`src/hdl/mbbs_pkg.sv`:
```
// shared types and constants for the bitmap blit / braille scanout block
// no dependencies
package mbbs_pkg;

  localparam int DEF_MAX_FRAME_WIDTH   = 256;
  localparam int DEF_MAX_FRAME_HEIGHT  = 128;
  localparam int DEF_MAX_SPRITE_WIDTH  = 32;
  localparam int DEF_MAX_SPRITE_HEIGHT = 32;

  localparam int COORD_W = 12;
  localparam int ADDR_W  = 12;
  localparam int CFG_W   = 9;
  localparam int CFG_IW  = 2;

  localparam logic [1:0] FUNC_WR_FRAME  = 2'd0;
  localparam logic [1:0] FUNC_WR_SPRITE = 2'd1;
  localparam logic [1:0] FUNC_DRAW      = 2'd2;
  localparam logic [1:0] FUNC_READ_CELL = 2'd3;

  localparam logic [CFG_IW-1:0] REG_FRAME_WIDTH   = 2'd0;
  localparam logic [CFG_IW-1:0] REG_FRAME_HEIGHT  = 2'd1;
  localparam logic [CFG_IW-1:0] REG_SPRITE_WIDTH  = 2'd2;
  localparam logic [CFG_IW-1:0] REG_SPRITE_HEIGHT = 2'd3;

  localparam logic [8:0] RST_FRAME_WIDTH   = 9'd256;
  localparam logic [7:0] RST_FRAME_HEIGHT  = 8'd128;
  localparam logic [5:0] RST_SPRITE_WIDTH  = 6'd32;
  localparam logic [5:0] RST_SPRITE_HEIGHT = 6'd32;

  localparam logic [7:0] UTF8_LEAD = 8'hE2;
  localparam logic [5:0] UTF8_MID  = 6'b101000;
  localparam logic [1:0] UTF8_CONT = 2'b10;

  typedef struct packed {
    logic [1:0]                func;
    logic [ADDR_W-1:0]         addr;
    logic [7:0]                data;
    logic                      skip;
    logic signed [COORD_W-1:0] px;
    logic signed [COORD_W-1:0] py;
    logic signed [COORD_W-1:0] x0;
    logic signed [COORD_W-1:0] y0;
    logic signed [COORD_W-1:0] x1;
    logic signed [COORD_W-1:0] y1;
    logic [COORD_W-1:0]        fw;
    logic [COORD_W-1:0]        sw;
  } cmd_t;

  // dot position of pixel (dx, dy) inside a braille cell
  function automatic logic [2:0] dot_pos(input logic dx, input logic [1:0] dy);
    logic [2:0] p;
    if (dy == 2'd3) begin
      p = dx ? 3'd7 : 3'd6;
    end else begin
      p = dx ? (3'd3 + {1'b0, dy}) : {1'b0, dy};
    end
    return p;
  endfunction

  function automatic logic [23:0] utf8_of(input logic [7:0] p);
    return {UTF8_CONT, p[5:0], UTF8_MID, p[7:6], UTF8_LEAD};
  endfunction

endpackage

```
`src/hdl/mbbs_queue.sv`:
```
// two-entry command queue between front and back end
// depends on mbbs_pkg
module mbbs_queue (
  input  logic           clk,
  input  logic           rst_n,
  input  logic           push,
  input  mbbs_pkg::cmd_t push_cmd,
  input  logic           pop,
  output mbbs_pkg::cmd_t head,
  output logic           full,
  output logic           not_empty
);

  mbbs_pkg::cmd_t ent_r [2];
  logic       wp_r, rp_r;
  logic [1:0] cnt_r;

  always_ff @(posedge clk) begin
    if (push) begin
      ent_r[wp_r] <= push_cmd;
    end
  end

  always_ff @(posedge clk) begin
    if (!rst_n) begin
      wp_r  <= 1'b0;
      rp_r  <= 1'b0;
      cnt_r <= 2'd0;
    end else begin
      if (push) wp_r <= ~wp_r;
      if (pop) rp_r <= ~rp_r;
      cnt_r <= cnt_r + 2'(push) - 2'(pop);
    end
  end

  assign head      = ent_r[rp_r];
  assign full      = cnt_r == 2'd2;
  assign not_empty = cnt_r != 2'd0;

endmodule

```
`config.mk`:
```
export PLATFORM = sky130hd
export DESIGN_NAME = mbbs_queue
export DESIGN_NICKNAME = d
export VERILOG_FILES = /design/src/hdl/mbbs_pkg.sv /design/src/hdl/mbbs_queue.sv
export SDC_FILE = /design/constraint.sdc
export NUM_CORES = 1
export LEC_CHECK = 0
export BUFFER_PORTS_ARGS = -buffer_cell sky130_fd_sc_hd__buf_2
export CAP_MARGIN = 20
export CORE_MARGIN = 3
export CORE_UTILIZATION = 45
export CTS_CLUSTER_DIAMETER = 150
export DETAILED_ROUTE_END_ITERATION = 10
export PLACE_DENSITY_LB_ADDON = 0.15
export SLEW_MARGIN = 0
export SYNTH_ARGS = -nofsm -noshare
export SYNTH_HDL_FRONTEND = slang
export SYNTH_SLANG_ARGS = --single-unit
```
`constraint.sdc`:
```
create_clock -name clk -period 11.6 [get_ports clk]
set_clock_uncertainty 0.15 [all_clocks]
set_input_delay 2.32 -clock clk [delete_from_list [all_inputs] [get_ports clk]]
set_output_delay 2.32 -clock clk [all_outputs]
set_load 0.05 [all_outputs]
```
==> results.json <==
{
  "slew_violations": 0,
  "p_int_uw": 1560,
  "gp_congestion": 0.723,
  "synth_area_leader_cell": "edfxtp_1",
  "cts_tree": "built",
  "ys_ff_latch": 243,
  "die_y_um": 147,
  "tns_ns": 0,
  "synthCells": 391,
  "multi_input_area_mm2": 0.00147,
  "fin_nets": 777,
  "hold_violations": 0,
  "ys_seq_area_frac": 0.815,
  "post-route-period-util": 0.462,
  "criticalPathCategory": "reg2out",
  "yosys.area.top_type_share": 0.804,
  "status": "completed",
  "syn_avg_cell_area_um2": 22.7,
  "synthTopCellsByArea": "edfxtp_1 80%, mux2_2 15%, clkbuf_8 1.7%",
  "regArea_mm2": 0.00725,
  "cts-resized-gates": 0,
  "via_per_inst": 4.79,
  "p_switching_uw": 553,
  "setup_violations": 0,
  "ys.flop_type": "edfxtp_1",
  "syn_area_mm2": 0.00889,
  "tightest_slew_ns": 1.06,
  "grt_max_degree": 66,
  "cts_buffer_depth": 3,
  "post-cts-setup-buffers": 0,
  "synthToLayoutAreaGrowth_pct": 24.7,
  "synth_fp_nets": 516,
  "yosysMostFrequentCell": "edfxtp_1",
  "fmax_mhz": 187,
  "irDropWorstVdd_mv": 0.141,
  "relSlewSlack": 0.293,
  "drt-pass1-iter-count": 4,
  "grt_first_pass_wirelength_um": 25600,
  "min_path_type": "reg2reg",
  "synthTopCellsByCount": "238 x edfxtp_1, 119 x mux2_2, 11 x clkbuf_8, 5 x dfxtp_1",
  "die_w_um": 147,
  "overflow": 0,
  "yosysWarnings": 0,
  "grt_pass1_vias": 4806,
  "critPathRequiredTime_ns": 9.13,
  "core_area_mm2": 0.0191,
  "clkSlewWorstSetupHoldPaths_ns": 0.06,
  "via_count": 4461,
  "async_flop_share": 0,
  "wl_per_cell_um": 17.8,
  "period_needed_ns": 5.36,
  "dp_hpwl_um": 10800,
  "ios": 244,
  "leakage_uw": 0.00415,
  "die_area_mm2": 0.0215,
  "clk_latency_ns": 0.51,
  "postRouteAntennaNets": 0,
  "synth_cell_types": 13,
  "synth_edf_count": 238,
  "row_count": 50,
  "power.share.clock": 0.358,
  "p_per_area_mw_per_mm2": 191,
  "cts_inserted_buffers": 25,
  "rsz0062_at_grt": "no",
  "seqPwrFrac": 0.488,
  "track_usage": 0.150,
  "critPathCaptureType": "primary output",
  "cts_max_level": 1,
  "final_cell_area_mm2": 0.0111,
  "cp-start-kind": "flip-flop",
  "io_buffers": 243,
  "drt-total-wl_um": 16600,
  "combPwrFrac": 0.154,
  "cts.sinks": 243,
  "dpl_cell_area_mm2": 0.0103,
  "antenna_found_initial": 2,
  "start_util": 0.466,
  "switching_share": 0.261,
  "drc": 0,
  "cts_hold_buf": 0,
  "arrival_ns": 2.89,
  "drive_gt1_frac": 0.599,
  "n_fill_cell": 1512,
  "root_buffer": "clkbuf_16",
  "drtIter0Drc": 197,
  "crit_fanout": 62,
  "maxCapViolCount": 0
}
==> through the flow <==
step	total power, uW	util	setup slack [ns]	cells	hold WS, ns
after floorplan	1310	-	3.32	391	0.405
after global placement	1380	0.540	6.49	885	0.410
after detailed placement	1380	0.540	6.43	885	0.413
after CTS	2150	0.581	6.19	930	0.425
after global routing	2200	0.581	6.06	930	0.471
final	2120	0.581	6.24	931	0.419
==> cell families after synthesis <==
logic type                 share of synthesized area
buffers and inverters                         0.0204
adders and majority gates                    0.00281
DFF                                            0.815
muxes                                          0.151
xor gates and xnor gates                     0.00352
AOI/OAI and AO/OA                           0.000845
and+or+nand+nor                              0.00633
==> worst paths after layout <==
check        startpoint            to  slack [ns]  cells after the start
max           flip-flop       head[6]        6.24                      3
min                rp_r     flip-flop        0.42                      2
max reg2reg        wp_r  ent_r[0][60]        8.65                      3
min reg2reg        rp_r     flip-flop        0.42                      2
==> placed cells by master, fill, tap and decap left out <==
| cell type | count |
|---|---|
| buf_2 | 243 |
| and2_4 | 1 |
| inv_1 | 2 |
| clkbuf_1 | 9 |
| inv_6 | 1 |
| xnor3_1 | 1 |
| clkbuf_8 | 2 |
| nor2b_4 | 1 |
| nor2b_1 | 3 |
| mux2_2 | 119 |
| bufinv_16 | 2 |
| clkinv_1 | 5 |
| xor2_1 | 1 |
| ha_1 | 2 |
| clkbuf_16 | 25 |
| dfxtp_1 | 4 |
| edfxtp_1 | 238 |
| o21a_1 | 1 |
| buf_4 | 4 |
| or2_2 | 1 |
| dfxtp_4 | 1 |
| diode_2 | 1 |
| clkinv_4 | 1 |
| and2_1 | 3 |
==> power groups by stage <==
| stage | logic [uW] | clock network (uW) | registers (uW) |
|---|---|---|---|
| after floorplan | 260 | 0 | 1050 |
| after global placement | 326 | 0 | 1050 |
| after detailed placement | 328 | 0 | 1050 |
| after CTS | 329 | 783 | 1030 |
| after global routing | 342 | 819 | 1040 |
| final | 326 | 758 | 1030 |
==> critical path, cell delays in order, from the launching register on <==
cell and delay [ns]:
dfxtp_4 0.83, buf_4 0.76, mux2_2 0.43, buf_2 0.22
==> state kept, by name, summed over array words and instances, names as in the netlist, named ones only <==
register  cells
cnt_r         2
wp_r          1
ent_r       238
rp_r          1
==> area by class of cell <==
class	instances	share of cell area
multi-input cells	133	0.133
clock inverters	9	0.00869
diodes	1	0.000226
repair buffers	247	0.112
inverters	2	0.000677
clock buffers	36	0.0620
flip-flops and latches	243	0.654
well taps	260	0.0293
==> metal layers <==
metal,part of all wire,vias to the layer above,track usage
met5,0.0013,-,0
li1,-,2080,-
met4,0.021,4,0.0428
met3,0.11,32,0.0646
met2,0.47,179,0.245
met1,0.40,2166,0.182
(Power assumes the default switching activity.)
