`src/hdl/mbbs_pkg.sv`:
```
// shared types and constants for the bitmap blit / braille scanout block
// no dependencies
package mbbs_pkg;

  localparam int DEF_MAX_FRAME_WIDTH   = 256;
  localparam int DEF_MAX_FRAME_HEIGHT  = 128;
  localparam int DEF_MAX_SPRITE_WIDTH  = 32;
  localparam int DEF_MAX_SPRITE_HEIGHT = 32;

  localparam int COORD_W = 12;
  localparam int ADDR_W  = 12;
  localparam int CFG_W   = 9;
  localparam int CFG_IW  = 2;

  localparam logic [1:0] FUNC_WR_FRAME  = 2'd0;
  localparam logic [1:0] FUNC_WR_SPRITE = 2'd1;
  localparam logic [1:0] FUNC_DRAW      = 2'd2;
  localparam logic [1:0] FUNC_READ_CELL = 2'd3;

  localparam logic [CFG_IW-1:0] REG_FRAME_WIDTH   = 2'd0;
  localparam logic [CFG_IW-1:0] REG_FRAME_HEIGHT  = 2'd1;
  localparam logic [CFG_IW-1:0] REG_SPRITE_WIDTH  = 2'd2;
  localparam logic [CFG_IW-1:0] REG_SPRITE_HEIGHT = 2'd3;

  localparam logic [8:0] RST_FRAME_WIDTH   = 9'd256;
  localparam logic [7:0] RST_FRAME_HEIGHT  = 8'd128;
  localparam logic [5:0] RST_SPRITE_WIDTH  = 6'd32;
  localparam logic [5:0] RST_SPRITE_HEIGHT = 6'd32;

  localparam logic [7:0] UTF8_LEAD = 8'hE2;
  localparam logic [5:0] UTF8_MID  = 6'b101000;
  localparam logic [1:0] UTF8_CONT = 2'b10;

  typedef struct packed {
    logic [1:0]                func;
    logic [ADDR_W-1:0]         addr;
    logic [7:0]                data;
    logic                      skip;
    logic signed [COORD_W-1:0] px;
    logic signed [COORD_W-1:0] py;
    logic signed [COORD_W-1:0] x0;
    logic signed [COORD_W-1:0] y0;
    logic signed [COORD_W-1:0] x1;
    logic signed [COORD_W-1:0] y1;
    logic [COORD_W-1:0]        fw;
    logic [COORD_W-1:0]        sw;
  } cmd_t;

  // dot position of pixel (dx, dy) inside a braille cell
  function automatic logic [2:0] dot_pos(input logic dx, input logic [1:0] dy);
    logic [2:0] p;
    if (dy == 2'd3) begin
      p = dx ? 3'd7 : 3'd6;
    end else begin
      p = dx ? (3'd3 + {1'b0, dy}) : {1'b0, dy};
    end
    return p;
  endfunction

  function automatic logic [23:0] utf8_of(input logic [7:0] p);
    return {UTF8_CONT, p[5:0], UTF8_MID, p[7:6], UTF8_LEAD};
  endfunction

endpackage

```
`src/hdl/mbbs_front.sv`:
```
// front end: config registers, size clamping and word classification
// depends on mbbs_pkg
module mbbs_front #(
  parameter int MAX_FRAME_WIDTH   = mbbs_pkg::DEF_MAX_FRAME_WIDTH,
  parameter int MAX_FRAME_HEIGHT  = mbbs_pkg::DEF_MAX_FRAME_HEIGHT,
  parameter int MAX_SPRITE_WIDTH  = mbbs_pkg::DEF_MAX_SPRITE_WIDTH,
  parameter int MAX_SPRITE_HEIGHT = mbbs_pkg::DEF_MAX_SPRITE_HEIGHT
) (
  input  logic                              clk,
  input  logic                              rst_n,
  input  logic                              cfg_we,
  input  logic [mbbs_pkg::CFG_IW-1:0]       cfg_index,
  input  logic [mbbs_pkg::CFG_W-1:0]        cfg_wdata,
  input  logic [1:0]                        in_func,
  input  logic [mbbs_pkg::ADDR_W-1:0]       in_byte_address,
  input  logic [7:0]                        in_byte_value,
  input  logic signed [9:0]                 in_pos_x,
  input  logic signed [9:0]                 in_pos_y,
  input  logic [6:0]                        in_cell_col,
  input  logic [4:0]                        in_cell_row,
  output mbbs_pkg::cmd_t                    cmd
);

  localparam int CW = mbbs_pkg::COORD_W;

  logic [8:0] frame_width_r;
  logic [7:0] frame_height_r;
  logic [5:0] sprite_width_r;
  logic [5:0] sprite_height_r;

  always_ff @(posedge clk) begin
    if (!rst_n) begin
      frame_width_r   <= mbbs_pkg::RST_FRAME_WIDTH;
      frame_height_r  <= mbbs_pkg::RST_FRAME_HEIGHT;
      sprite_width_r  <= mbbs_pkg::RST_SPRITE_WIDTH;
      sprite_height_r <= mbbs_pkg::RST_SPRITE_HEIGHT;
    end else if (cfg_we) begin
      unique case (cfg_index)
        mbbs_pkg::REG_FRAME_WIDTH:   frame_width_r   <= cfg_wdata;
        mbbs_pkg::REG_FRAME_HEIGHT:  frame_height_r  <= cfg_wdata[7:0];
        mbbs_pkg::REG_SPRITE_WIDTH:  sprite_width_r  <= cfg_wdata[5:0];
        mbbs_pkg::REG_SPRITE_HEIGHT: sprite_height_r <= cfg_wdata[5:0];
        default: ;
      endcase
    end
  end

  logic [CW-1:0] fw_raw, fh_raw, sw_raw, sh_raw;
  logic [CW-1:0] fw, fh, sw, sh;
  logic signed [CW-1:0] px, py, pxe, pye, cx, cy;
  logic signed [CW-1:0] x0, y0, x1, y1;
  logic outside, empty;

  always_comb begin
    fw_raw = CW'(frame_width_r);
    fh_raw = CW'(frame_height_r);
    sw_raw = CW'(sprite_width_r);
    sh_raw = CW'(sprite_height_r);
    fw = (fw_raw < CW'(2)) ? CW'(2) :
         (fw_raw > CW'(MAX_FRAME_WIDTH)) ? CW'(MAX_FRAME_WIDTH) : fw_raw;
    fh = (fh_raw < CW'(4)) ? CW'(4) :
         (fh_raw > CW'(MAX_FRAME_HEIGHT)) ? CW'(MAX_FRAME_HEIGHT) : fh_raw;
    sw = (sw_raw < CW'(1)) ? CW'(1) :
         (sw_raw > CW'(MAX_SPRITE_WIDTH)) ? CW'(MAX_SPRITE_WIDTH) : sw_raw;
    sh = (sh_raw < CW'(1)) ? CW'(1) :
         (sh_raw > CW'(MAX_SPRITE_HEIGHT)) ? CW'(MAX_SPRITE_HEIGHT) : sh_raw;

    px  = CW'(in_pos_x);
    py  = CW'(in_pos_y);
    pxe = px + $signed(sw);
    pye = py + $signed(sh);
    cx  = $signed(CW'({in_cell_col, 1'b0}));
    cy  = $signed(CW'({in_cell_row, 2'b00}));

    x0 = (px < 0) ? '0 : px;
    y0 = (py < 0) ? '0 : py;
    x1 = (pxe > $signed(fw)) ? $signed(fw) : pxe;
    y1 = (pye > $signed(fh)) ? $signed(fh) : pye;
    empty   = (x0 >= x1) || (y0 >= y1);
    outside = (cx + 1 >= $signed(fw)) || (cy + 3 >= $signed(fh));

    cmd.func = in_func;
    cmd.addr = in_byte_address;
    cmd.data = in_byte_value;
    cmd.px   = px;
    cmd.py   = py;
    cmd.fw   = fw;
    cmd.sw   = sw;
    if (in_func == mbbs_pkg::FUNC_READ_CELL) begin
      cmd.skip = outside;
      cmd.x0   = cx;
      cmd.y0   = cy;
      cmd.x1   = cx;
      cmd.y1   = cy;
    end else begin
      cmd.skip = empty;
      cmd.x0   = x0;
      cmd.y0   = y0;
      cmd.x1   = x1;
      cmd.y1   = y1;
    end
  end

endmodule

```
`config.mk`:
```
export PLATFORM = sky130hd
export DESIGN_NAME = mbbs_front
export DESIGN_NICKNAME = d
export VERILOG_FILES = /design/src/hdl/mbbs_pkg.sv /design/src/hdl/mbbs_front.sv
export SDC_FILE = /design/constraint.sdc
export NUM_CORES = 1
export LEC_CHECK = 0
export ABC_AREA = 1
export BUFFER_PORTS_ARGS = -buffer_cell sky130_fd_sc_hd__buf_4
export CAP_MARGIN = 5
export CORE_MARGIN = 1
export CORE_UTILIZATION = 45
export CTS_CLUSTER_DIAMETER = 80
export CTS_CLUSTER_SIZE = 24
export DETAILED_ROUTE_END_ITERATION = 7
export HOLD_SLACK_MARGIN = 0.03
export PLACE_DENSITY_LB_ADDON = 0.1
export SETUP_SLACK_MARGIN = 0.2
export SLEW_MARGIN = 0
export SYNTH_ARGS = -nofsm -noshare
export SYNTH_HDL_FRONTEND = slang
export SYNTH_SLANG_ARGS = --single-unit
```
`constraint.sdc`:
```
create_clock -name clk -period 5.3 [get_ports clk]
set_clock_uncertainty 0.2 [all_clocks]
set_input_delay 1.06 -clock clk [delete_from_list [all_inputs] [get_ports clk]]
set_output_delay 1.06 -clock clk [all_outputs]
set_load 0.05 [all_outputs]
```
==> results of run 1 <==
registers in the layout, summed over array words and instances (netlist names):
| register | count |
|---|---|
| sprite_height_r | 6 |
| frame_width_r | 9 |
| frame_height_r | 8 |
| sprite_width_r | 6 |
repair_timing:
item / 4_1_cts / 5_1_grt
endpoints found under the setup margin: 19 / 19
pin swaps: 17 / 36
gates cloned: 0 / 0
resized for setup: 57 / 101
setup buffers: 13 / 10
endpoints found under the hold margin: 0 / 0
routing by layer:
| layer | vias to the layer above | global-route usage, % | wire, um |
|---|---|---|---|
| li1 | 2651 | - | - |
| met1 | 2416 | 35.9 | 6430 |
| met2 | 186 | 49.4 | 7320 |
| met5 | - | 0 | 0 |
| met3 | 45 | 1.87 | 795 |
| met4 | 0 | 10.8 | 459 |
critical path, delay by kind of cell:
family	cells	cell delay, ns
adders and majority gates	4	1.08
buffers and inverters	7	0.60
and+or+nand+nor	17	1.38
AOI/OAI and AO/OA	3	0.42
xor gates and xnor gates	1	0.23
worst min path at each step:
stage	depth (start not counted)	startpoint	endpoint
after floorplan	2	sprite_width_r[4]	sprite_width_r[4]
after global placement	2	frame_width_r[4]	frame_width_r[4]
after detailed placement	2	frame_width_r[4]	frame_width_r[4]
after CTS	2	sprite_height_r[4]	sprite_height_r[4]
after global routing	2	frame_width_r[3]	frame_width_r[3]
final	2	frame_width_r[3]	frame_width_r[3]
final cells by class:
cell class / instances / share of cell area (%)
Multi-Input combinational cell: 531 / 50.5
Timing Repair Buffer: 256 / 31.5
Sequential cell: 29 / 8.52
Inverter: 106 / 5.88
Tap cell: 129 / 2.36
Clock buffer: 6 / 1.06
Clock inverter: 2 / 0.147
cell usage after synthesis:
master and count:
clkinv_1 1, a21oi_1 41, o21bai_1 2, nor4_1 1, o21ai_1 1, nand3_1 59
buf_1 2, nand2_2 8, dfxtp_1 29, a31oi_1 2, conb_1 1, a21o_1 2
nor2_2 5, nand3_2 3, o21ai_0 31, nor3_1 10, nand2_1 188, a211oi_1 2
nand4_1 7, inv_1 104, nand3b_1 1, o211ai_1 5, buf_2 2, nand2_4 4
clkbuf_1 13, buf_4 65, fa_1 2, inv_2 1, ha_1 59, nor2_1 72
xor2_1 10, a31o_2 1
report_power, final:
part,internal [W],switching [W]
registers,0.000230,0.00000732
logic,0.000382,0.000555
clock network,0.0000908,0.0000863
total,0.000702,0.000648
layout by cell type, fill, tap and decap left out, types with 7 or more instances in the layout:
cell	instances
buf_4	209
nand2_1	160
inv_1	97
nor2_1	63
ha_1	49
nand3_1	40
a21oi_1	37
buf_6	36
nand2_2	30
o21ai_0	28
dfxtp_1	28
nand3_2	18
conb_1	15
ha_4	10
nor3_1	9
nor2_2	9
nand2_4	9
buf_8	9
inv_2	7
nand4_1	7
logic make-up (layout without fill, tap and decap cells):
group | count (synthesis) | in the layout | share of synthesized area, %
buf+inv | 188 | 370 | 21.6
xor+xnor | 10 | 10 | 1.99
flops | 29 | 29 | 13.2
other cells | 1 | 15 | 0.0851
compound gates | 87 | 87 | 10.6
simple gates | 358 | 358 | 34.8
fa+ha+maj | 61 | 61 | 17.7
stage by stage:
step | instance area, um^2 | hold WS [ns] | utilization, %
2_1_floorplan | 4500 | 0.244 | -
3_3_place_gp | 5870 | 0.256 | 62.6
3_5_place_dp | 5870 | 0.265 | 62.6
4_1_cts | 6320 | 0.277 | 67.4
5_1_grt | 6830 | 0.311 | 72.8
6_report | 6830 | 0.271 | 72.8
==> reports/results.tsv, run 1 <==
stage	metric	value	unit
final_layout	multiInputGateArea	3450	um^2
drt	drc	0	
sta	post-route-period-util	114	%
grt	grt_pass1_vias	4944	
clock_network	cts_max_level	2	
sta	slew_viol_final	0	
yosys	ys_ff_latch	29	
floorplan	start_util	47.0	%
drt	dr.first_iter.drc_count	217	
sta	final.setup.tns	-1.42	ns
clock_network	root_buffer	clkbuf_8	
outcome	status	complete, but fails checks	
final_layout	register_area	582	um^2
final_layout	area_growth	54.9	%
power	pwr_density_cell	198	nW/um^2
clock_network	clockBufferDepth	2	
sta	relSlewSlack	58.4	%
floorplan	die_x	101	um
worst_setup_path	startpoint	in_pos_y[0]	
floorplan	fp.dieH	101	um
floorplan	rows	35	
worst_setup_path	crit_path_end_kind	primary output	
clock_network	clkLatencyLatePin	0.28	ns
sta	setup_ws	-0.748	ns
worst_setup_path	start_kind	primary input	
worst_setup_path	r2r_setup_slack	4.23	ns
clock_network	cts-buffers-inserted	5	
sta	setup_viol	3	
yosys	yosys-top-cells-area	ha_1 17%, nand2_1 16%, dfxtp_1 13%, buf_4 11%, inv_1 8.9%	
worst_setup_path	cp.required	4.04	ns
grt	antenna_found_initial	0	
sta	fmax	165	MHz
sta	grt_setup_unrepaired	true	
worst_setup_path	ff2ff_path_depth	3	
final_layout	diodes	0	
grt	overflow	0	
worst_setup_path	slowest_delay	0.37	ns
placement	pre_cts_slack	-0.896	ns
drt	detail_route.wl_per_cell	14.2	um
yosys	yosys.area.top_type	ha_1	
worst_setup_path	crit_type	primary input to primary output	
drt	first_pass_iters	5	
sta	worst_pin_slew	0.619	ns
yosys	yosysSeqAreaShare	13.2	%
placement	gp_congestion	0.890	
clock_network	cts_tree	yes	
floorplan	dieArea	10200	um^2
placement	dp_hpwl	11600	um
worst_setup_path	crit_fanout	7	
final_layout	finalNonFillerCells	1059	
final_layout	fillCellCount	804	
clock_network	clk_pin_slew	0.06	ns
hold_path	hp-class	flop to flop	
final_layout	nets	1058	
placement	io_buffers	131	
yosys	synth.distinct_cells	32	
yosys	syn_inst	734	
placement	dp.cells	1028	
power	power_leakage	3.80	nW
worst_setup_path	cp.arrival	4.79	ns
yosys	synth_top_area_share	16.8	%
worst_setup_path	r2r-end	frame_width_r[8]	
floorplan	ioPinCount	187	
yosys	avgSynthCellArea	6.00	um^2
worst_setup_path	cpMostUsedCell	nand2_1	
grt	grt_pass1_wl	22700	um
worst_setup_path	r2r_start	frame_width_r[8]	
run	maxCapViolations	0	
worst_setup_path	slowest_stage	fa_2	
clock_network	cts.sinks	29	
grt	grt_max_degree	30	
drt	vias_per_cell	5.00	
worst_setup_path	cp-endpoint	cmd[96]	
sta	hold_viol	0	
yosys	synth_area	4410	um^2
drt	ant_nets	0	
final_layout	drive_above_1_share	40.5	%
power	power	0.00135	W
outcome	violations	negative setup slack	
grt	grt_usage	28.1	%
power	ir_drop	0.000209	V
drt	drt_wl_total	15000	um
drt	via_count	5298	
sta	period_needed	6.05	ns
yosys	yosysWarningCount	0	
floorplan	fp.coreArea	9370	um^2
clock_network	cts_hold_buf	0	
Note: power is estimated with default switching activity, not from simulation.
==> run 2, diff against run 1 <==
Settings changed: PLACE_DENSITY from default to 0.79, PLACE_DENSITY_LB_ADDON 0.1 to default.
==> reports/results.tsv, run 2 (same netlist as run 1, synthesis figures left out) <==
stage	metric	value	unit
outcome	status	complete, but fails checks	
outcome	violations	negative setup slack	
sta	period_needed	6.13	ns
drt	drt_wl_total	16700	um
floorplan	start_util	47.0	%
final_layout	top_regs	frame_width_r (9), frame_height_r (8)	
clock_network	cts_tree	yes	
drt	drc	0	
worst_setup_path	crit_fanout	8	
drt	via_count	5646	
worst_setup_path	slowest_stage	ha_1	
power	power_leakage	3.69	nW
worst_setup_path	cp.required	4.04	ns
sta	setup_viol	7	
grt	antenna_found_initial	0	
hold_path	hp-class	flop to flop	
drt	detail_route.wl_per_cell	16.1	um
grt	grt_pass1_vias	4838	
floorplan	fp.coreArea	9370	um^2
final_layout	multiInputGateArea	3590	um^2
power	ir_drop	0.000202	V
worst_setup_path	crit_path_end_kind	primary output	
placement	pre_cts_slack	-0.794	ns
grt	grt_pass1_wl	21600	um
floorplan	dieArea	10200	um^2
drt	dr.first_iter.drc_count	481	
floorplan	ioPinCount	187	
drt	ant_nets	0	
placement	io_buffers	131	
run	maxCapViolations	0	
worst_setup_path	slowest_delay	0.33	ns
worst_setup_path	crit_type	primary input to primary output	
clock_network	cts-buffers-inserted	5	
clock_network	root_buffer	clkbuf_8	
worst_setup_path	cpMostUsedCell	nand2_1	
sta	grt_setup_unrepaired	true	
final_layout	largest_register_ff_count	9	
worst_setup_path	cp.arrival	4.87	ns
final_layout	final_cell_mix	198 x buf_4, 155 x nand2_1, 97 x inv_1	
clock_network	cts_hold_buf	0	
floorplan	die_x	101	um
grt	overflow	0	
sta	hold_viol	0	
placement	dp_hpwl	10800	um
final_layout	area_growth	52.9	%
worst_setup_path	start_kind	primary input	
floorplan	fp.dieH	101	um
sta	slew_viol_final	0	
sta	fmax	163	MHz
final_layout	diodes	0	
final_layout	final_cell_area	6740	um^2
drt	vias_per_cell	5.44	
clock_network	clk_pin_slew	0.06	ns
sta	setup_ws	-0.827	ns
clock_network	cts.sinks	29	
final_layout	final_common_cell	buf_4	
grt	grt_max_degree	30	
final_layout	largest_register	frame_width_r	
sta	post-route-period-util	116	%
final_layout	register_area	582	um^2
drt	first_pass_iters	8	
floorplan	rows	35	
placement	place_area	5790	um^2
clock_network	cts_max_level	2	
clock_network	clkLatencyLatePin	0.27	ns
grt	grt_usage	26.4	%
sta	fin_hold_ws	0.273	ns
clock_network	clockBufferDepth	2	
final_layout	fillCellCount	699	
placement	gp_congestion	0.921	
power	pwr_density_cell	201	nW/um^2
final_layout	nets	1037	
final_layout	drive_above_1_share	40.3	%
sta	worst_pin_slew	0.867	ns
sta	relSlewSlack	42.1	%
run 2: changes by cell type in the layout (fill, tap and decap cells not counted), moves of 3 or more:
| cell | before | now |
|---|---|---|
| buf_6 | 36 | 27 |
| nand2_4 | 9 | 13 |
| ha_1 | 49 | 42 |
| a21oi_1 | 37 | 33 |
| nand2_1 | 160 | 155 |
| xor2_2 | 5 | 2 |
| ha_4 | 10 | 17 |
| a21oi_2 | 3 | 8 |
| buf_4 | 209 | 198 |
| nand3_2 | 18 | 14 |
run 2: report_power, final:
part           leakage (nW)  switching [W]  internal (W)
registers             0.238     0.00000747      0.000230
clock network        0.0439      0.0000813     0.0000902
logic                  3.40       0.000580      0.000369
total                  3.69       0.000669      0.000689
run 2: metrics by stage:
step	TNS [ns]	cells	total power (W)	util, %
3_5_place_dp	-0.794	1017	0.000986	61.7
4_1_cts	-0.593	1032	0.00119	64.9
2_1_floorplan	-0.288	748	0.000781	-
6_report	-1.11	1038	0.00136	71.9
3_3_place_gp	-0.687	1017	0.000976	61.7
5_1_grt	-3.63	1038	0.00143	71.9
run 2: metal layers:
layer	up-vias	track usage [%]	part of all wire [%]
li1	2618	-	-
met1	2564	33.4	39
met2	366	47.3	48
met3	98	1.73	7.9
met4	0	8.81	4.8
met5	-	0	0
run 2: repair_timing:
item                                    4_1_cts  5_1_grt
gates resized for setup                      32      130
endpoints found under the hold margin         0        0
gates cloned                                  1        1
endpoints found under the setup margin       17       19
pin swaps                                    34       58
setup buffers                                 6        5
run 2: final cells by class:
cell class,count,share of cell area [%]
multi-input cells,533,53.3
repair buffers,233,28.4
flip-flops and latches,29,8.64
inverters,106,5.96
well taps,129,2.40
clock buffers,5,1.02
clock inverters,3,0.260
run 2: path summary, 6_finish.rpt:
check / startpoint / endpoint / slack, ns / cells after the start
worst min register to register: frame_width_r[3] / frame_width_r[3] / 0.27 / 2
worst max-delay path: in_pos_x[5] / cmd[96] / -0.83 / 29
worst min-delay path: frame_width_r[3] / frame_width_r[3] / 0.27 / 2
worst max register to register: frame_width_r[8] / frame_width_r[8] / 4.16 / 2
run 2: critical path, delay by kind of cell:
family | cells | cell delay (ns)
AO/OA/AOI/OAI | 2 | 0.37
adder cells (fa/ha/maj) | 3 | 0.94
buffers and inverters | 6 | 0.70
AND/OR/NAND/NOR | 18 | 1.80
==> run 3, diff against run 2 <==
Settings changed: BUFFER_PORTS_ARGS -buffer_cell sky130_fd_sc_hd__buf_4 to -buffer_cell sky130_fd_sc_hd__buf_2, CORE_UTILIZATION 45 to 46, CTS_BUF_LIST from default to sky130_fd_sc_hd__clkbuf_2, PLACE_DENSITY 0.79 to 0.81, REMOVE_ABC_BUFFERS from default to 1.
==> reports/results.tsv, run 3 (same netlist as run 1, synthesis figures left out) <==
stage	metric	value	unit
drt	drc	0	
power	p_sw_share	51.2	%
outcome	violations	negative setup slack	
power	seq_power_share	18.7	%
drt	dr.first_iter.drc_count	441	
floorplan	ioPinCount	187	
power	power_leakage	3.69	nW
floorplan	rows	35	
clock_network	clkLatencyLatePin	0.35	ns
final_layout	area_growth	48.0	%
grt	overflow	0	
clock_network	root_buffer	clkbuf_2	
final_layout	largest_register_ff_count	9	
clock_network	cts.sinks	29	
drt	detail_route.wl_per_cell	15.4	um
drt	first_pass_iters	6	
sta	slew_viol_final	0	
outcome	status	complete, but fails checks	
floorplan	dieArea	9980	um^2
sta	post-route-period-util	113	%
placement	dp_hpwl	10800	um
worst_setup_path	cpMostUsedCell	nand2_2	
worst_setup_path	cp.arrival	4.73	ns
clock_network	clockBufferDepth	2	
placement	io_buffers	131	
hold_path	hp-class	flop to flop	
clock_network	clk_pin_slew	0.14	ns
final_layout	final_common_cell	nand2_1	
final_layout	top_regs	frame_width_r (9), frame_height_r (8)	
sta	worst_pin_slew	1.13	ns
floorplan	fp.coreArea	9240	um^2
power	power	0.00127	W
power	p_clk_share	8.1	%
sta	setup_viol	2	
power	power.internal	0.000619	W
clock_network	cts_max_level	2	
final_layout	nets	1064	
power	combinationalPowerShare	73.2	%
worst_setup_path	cp.required	4.04	ns
worst_setup_path	slowest_stage	ha_1	
final_layout	diodes	0	
grt	grt_pass1_wl	21800	um
worst_setup_path	startpoint	in_pos_x[4]	
power	p_switching	0.000649	W
power	ir_drop	0.000147	V
worst_setup_path	crit_type	primary input to primary output	
final_layout	fillCellCount	686	
final_layout	multiInputGateArea	3480	um^2
drt	ant_nets	0	
final_layout	largest_register	frame_width_r	
hold_path	min_from	frame_width_r[4]	
worst_setup_path	slowest_delay	0.39	ns
final_layout	drive_above_1_share	41.3	%
worst_setup_path	crit_path_end_kind	primary output	
floorplan	start_util	47.7	%
grt	grt_pass1_vias	4740	
placement	gp_congestion	0.914	
sta	grt_setup_unrepaired	true	
drt	drt_wl_total	16400	um
power	pwr_density_cell	195	nW/um^2
sta	setup_ws	-0.690	ns
worst_setup_path	r2r_start	frame_width_r[8]	
clock_network	cts_tree	yes	
sta	fmax	167	MHz
drt	vias_per_cell	5.36	
clock_network	cts-buffers-inserted	5	
sta	period_needed	5.99	ns
floorplan	fp.dieH	99.9	um
worst_setup_path	crit_fanout	6	
grt	grt_usage	27.1	%
sta	relSlewSlack	24.7	%
sta	final.setup.tns	-0.698	ns
final_layout	final_cell_mix	155 x nand2_1, 116 x buf_4, 110 x buf_2	
sta	hold_viol	0	
grt	antenna_found_initial	0	
worst_setup_path	start_kind	primary input	
final_layout	register_area	584	um^2
final_layout	finalNonFillerCells	1065	
final_layout	fin_util	70.6	%
run	maxCapViolations	0	
placement	dp.cells	1028	
drt	via_count	5709	
sta	fin_hold_ws	0.284	ns
grt	grt_max_degree	30	
floorplan	die_x	99.9	um
run 3: changes by cell type in the layout (fill, tap and decap cells not counted), moves of 3 or more:
cell      change
buf_2       +110
buf_4        -82
clkbuf_2      +5
clkbuf_8      -5
nand2_2       +3
nand2_4       -3
nand3_1       +4
nand3_4       -3
run 3: cell type report:
cell class	count	area share [%]
multi-input combinational	531	53.4
timing repair buffer	262	28.5
sequential	29	8.96
inverter	106	6.10
tap	129	2.48
clock buffer	5	0.384
clock inverter	3	0.192
run 3: power groups by stage:
stage / Combinational (W) / Clock [W] / Sequential (W)
after global placement: 0.000700 / 0 / 0.000241
after global routing: 0.000985 / 0.000115 / 0.000239
final: 0.000928 / 0.000102 / 0.000238
after CTS: 0.000800 / 0.000104 / 0.000237
after floorplan: 0.000423 / 0 / 0.000242
after detailed placement: 0.000710 / 0 / 0.000241
run 3: final timing paths:
path                            cells past startpoint          endpoint  slack [ns]
worst min register to register                      2  frame_width_r[4]        0.28
worst max-delay path                               33           cmd[96]       -0.69
worst min-delay path                                2  frame_width_r[4]        0.28
worst max register to register                      3  frame_width_r[8]        4.18
run 3: through the flow:
stage	worst slack [ns]	area [um^2]
finish	-0.690	6520
global route	-0.916	6520
CTS	-0.498	6040
detailed placement	-0.763	5490
global placement	-0.661	5490
floorplan	-0.594	3910
run 3: repair_timing:
action	in CTS	in global routing
setup buffers	15	14
resized for setup	97	89
hold buffers	0	0
endpoints found under the setup margin	19	19
pin swaps	55	63
run 3: worst max-delay path: cells and delay by family:
kind                     cells  cell delay (ns)
AO/OA/AOI/OAI                2             0.24
XOR/XNOR                     1             0.20
adder cells (fa/ha/maj)      3             0.93
buffers and inverters        8             0.73
AND/OR/NAND/NOR             19             1.54
run 3: layer usage:
| metal | track usage, % | vias up | wire length [um] | part of all wire [%] |
|---|---|---|---|---|
| met2 | 45.3 | 391 | 7440 | 45 |
| met1 | 35.7 | 2560 | 6560 | 40 |
| met3 | 4.87 | 95 | 1520 | 9.2 |
| met4 | 7.35 | 0 | 879 | 5.4 |
| met5 | 1.03 | - | 0 | 0 |
| li1 | - | 2663 | - | - |
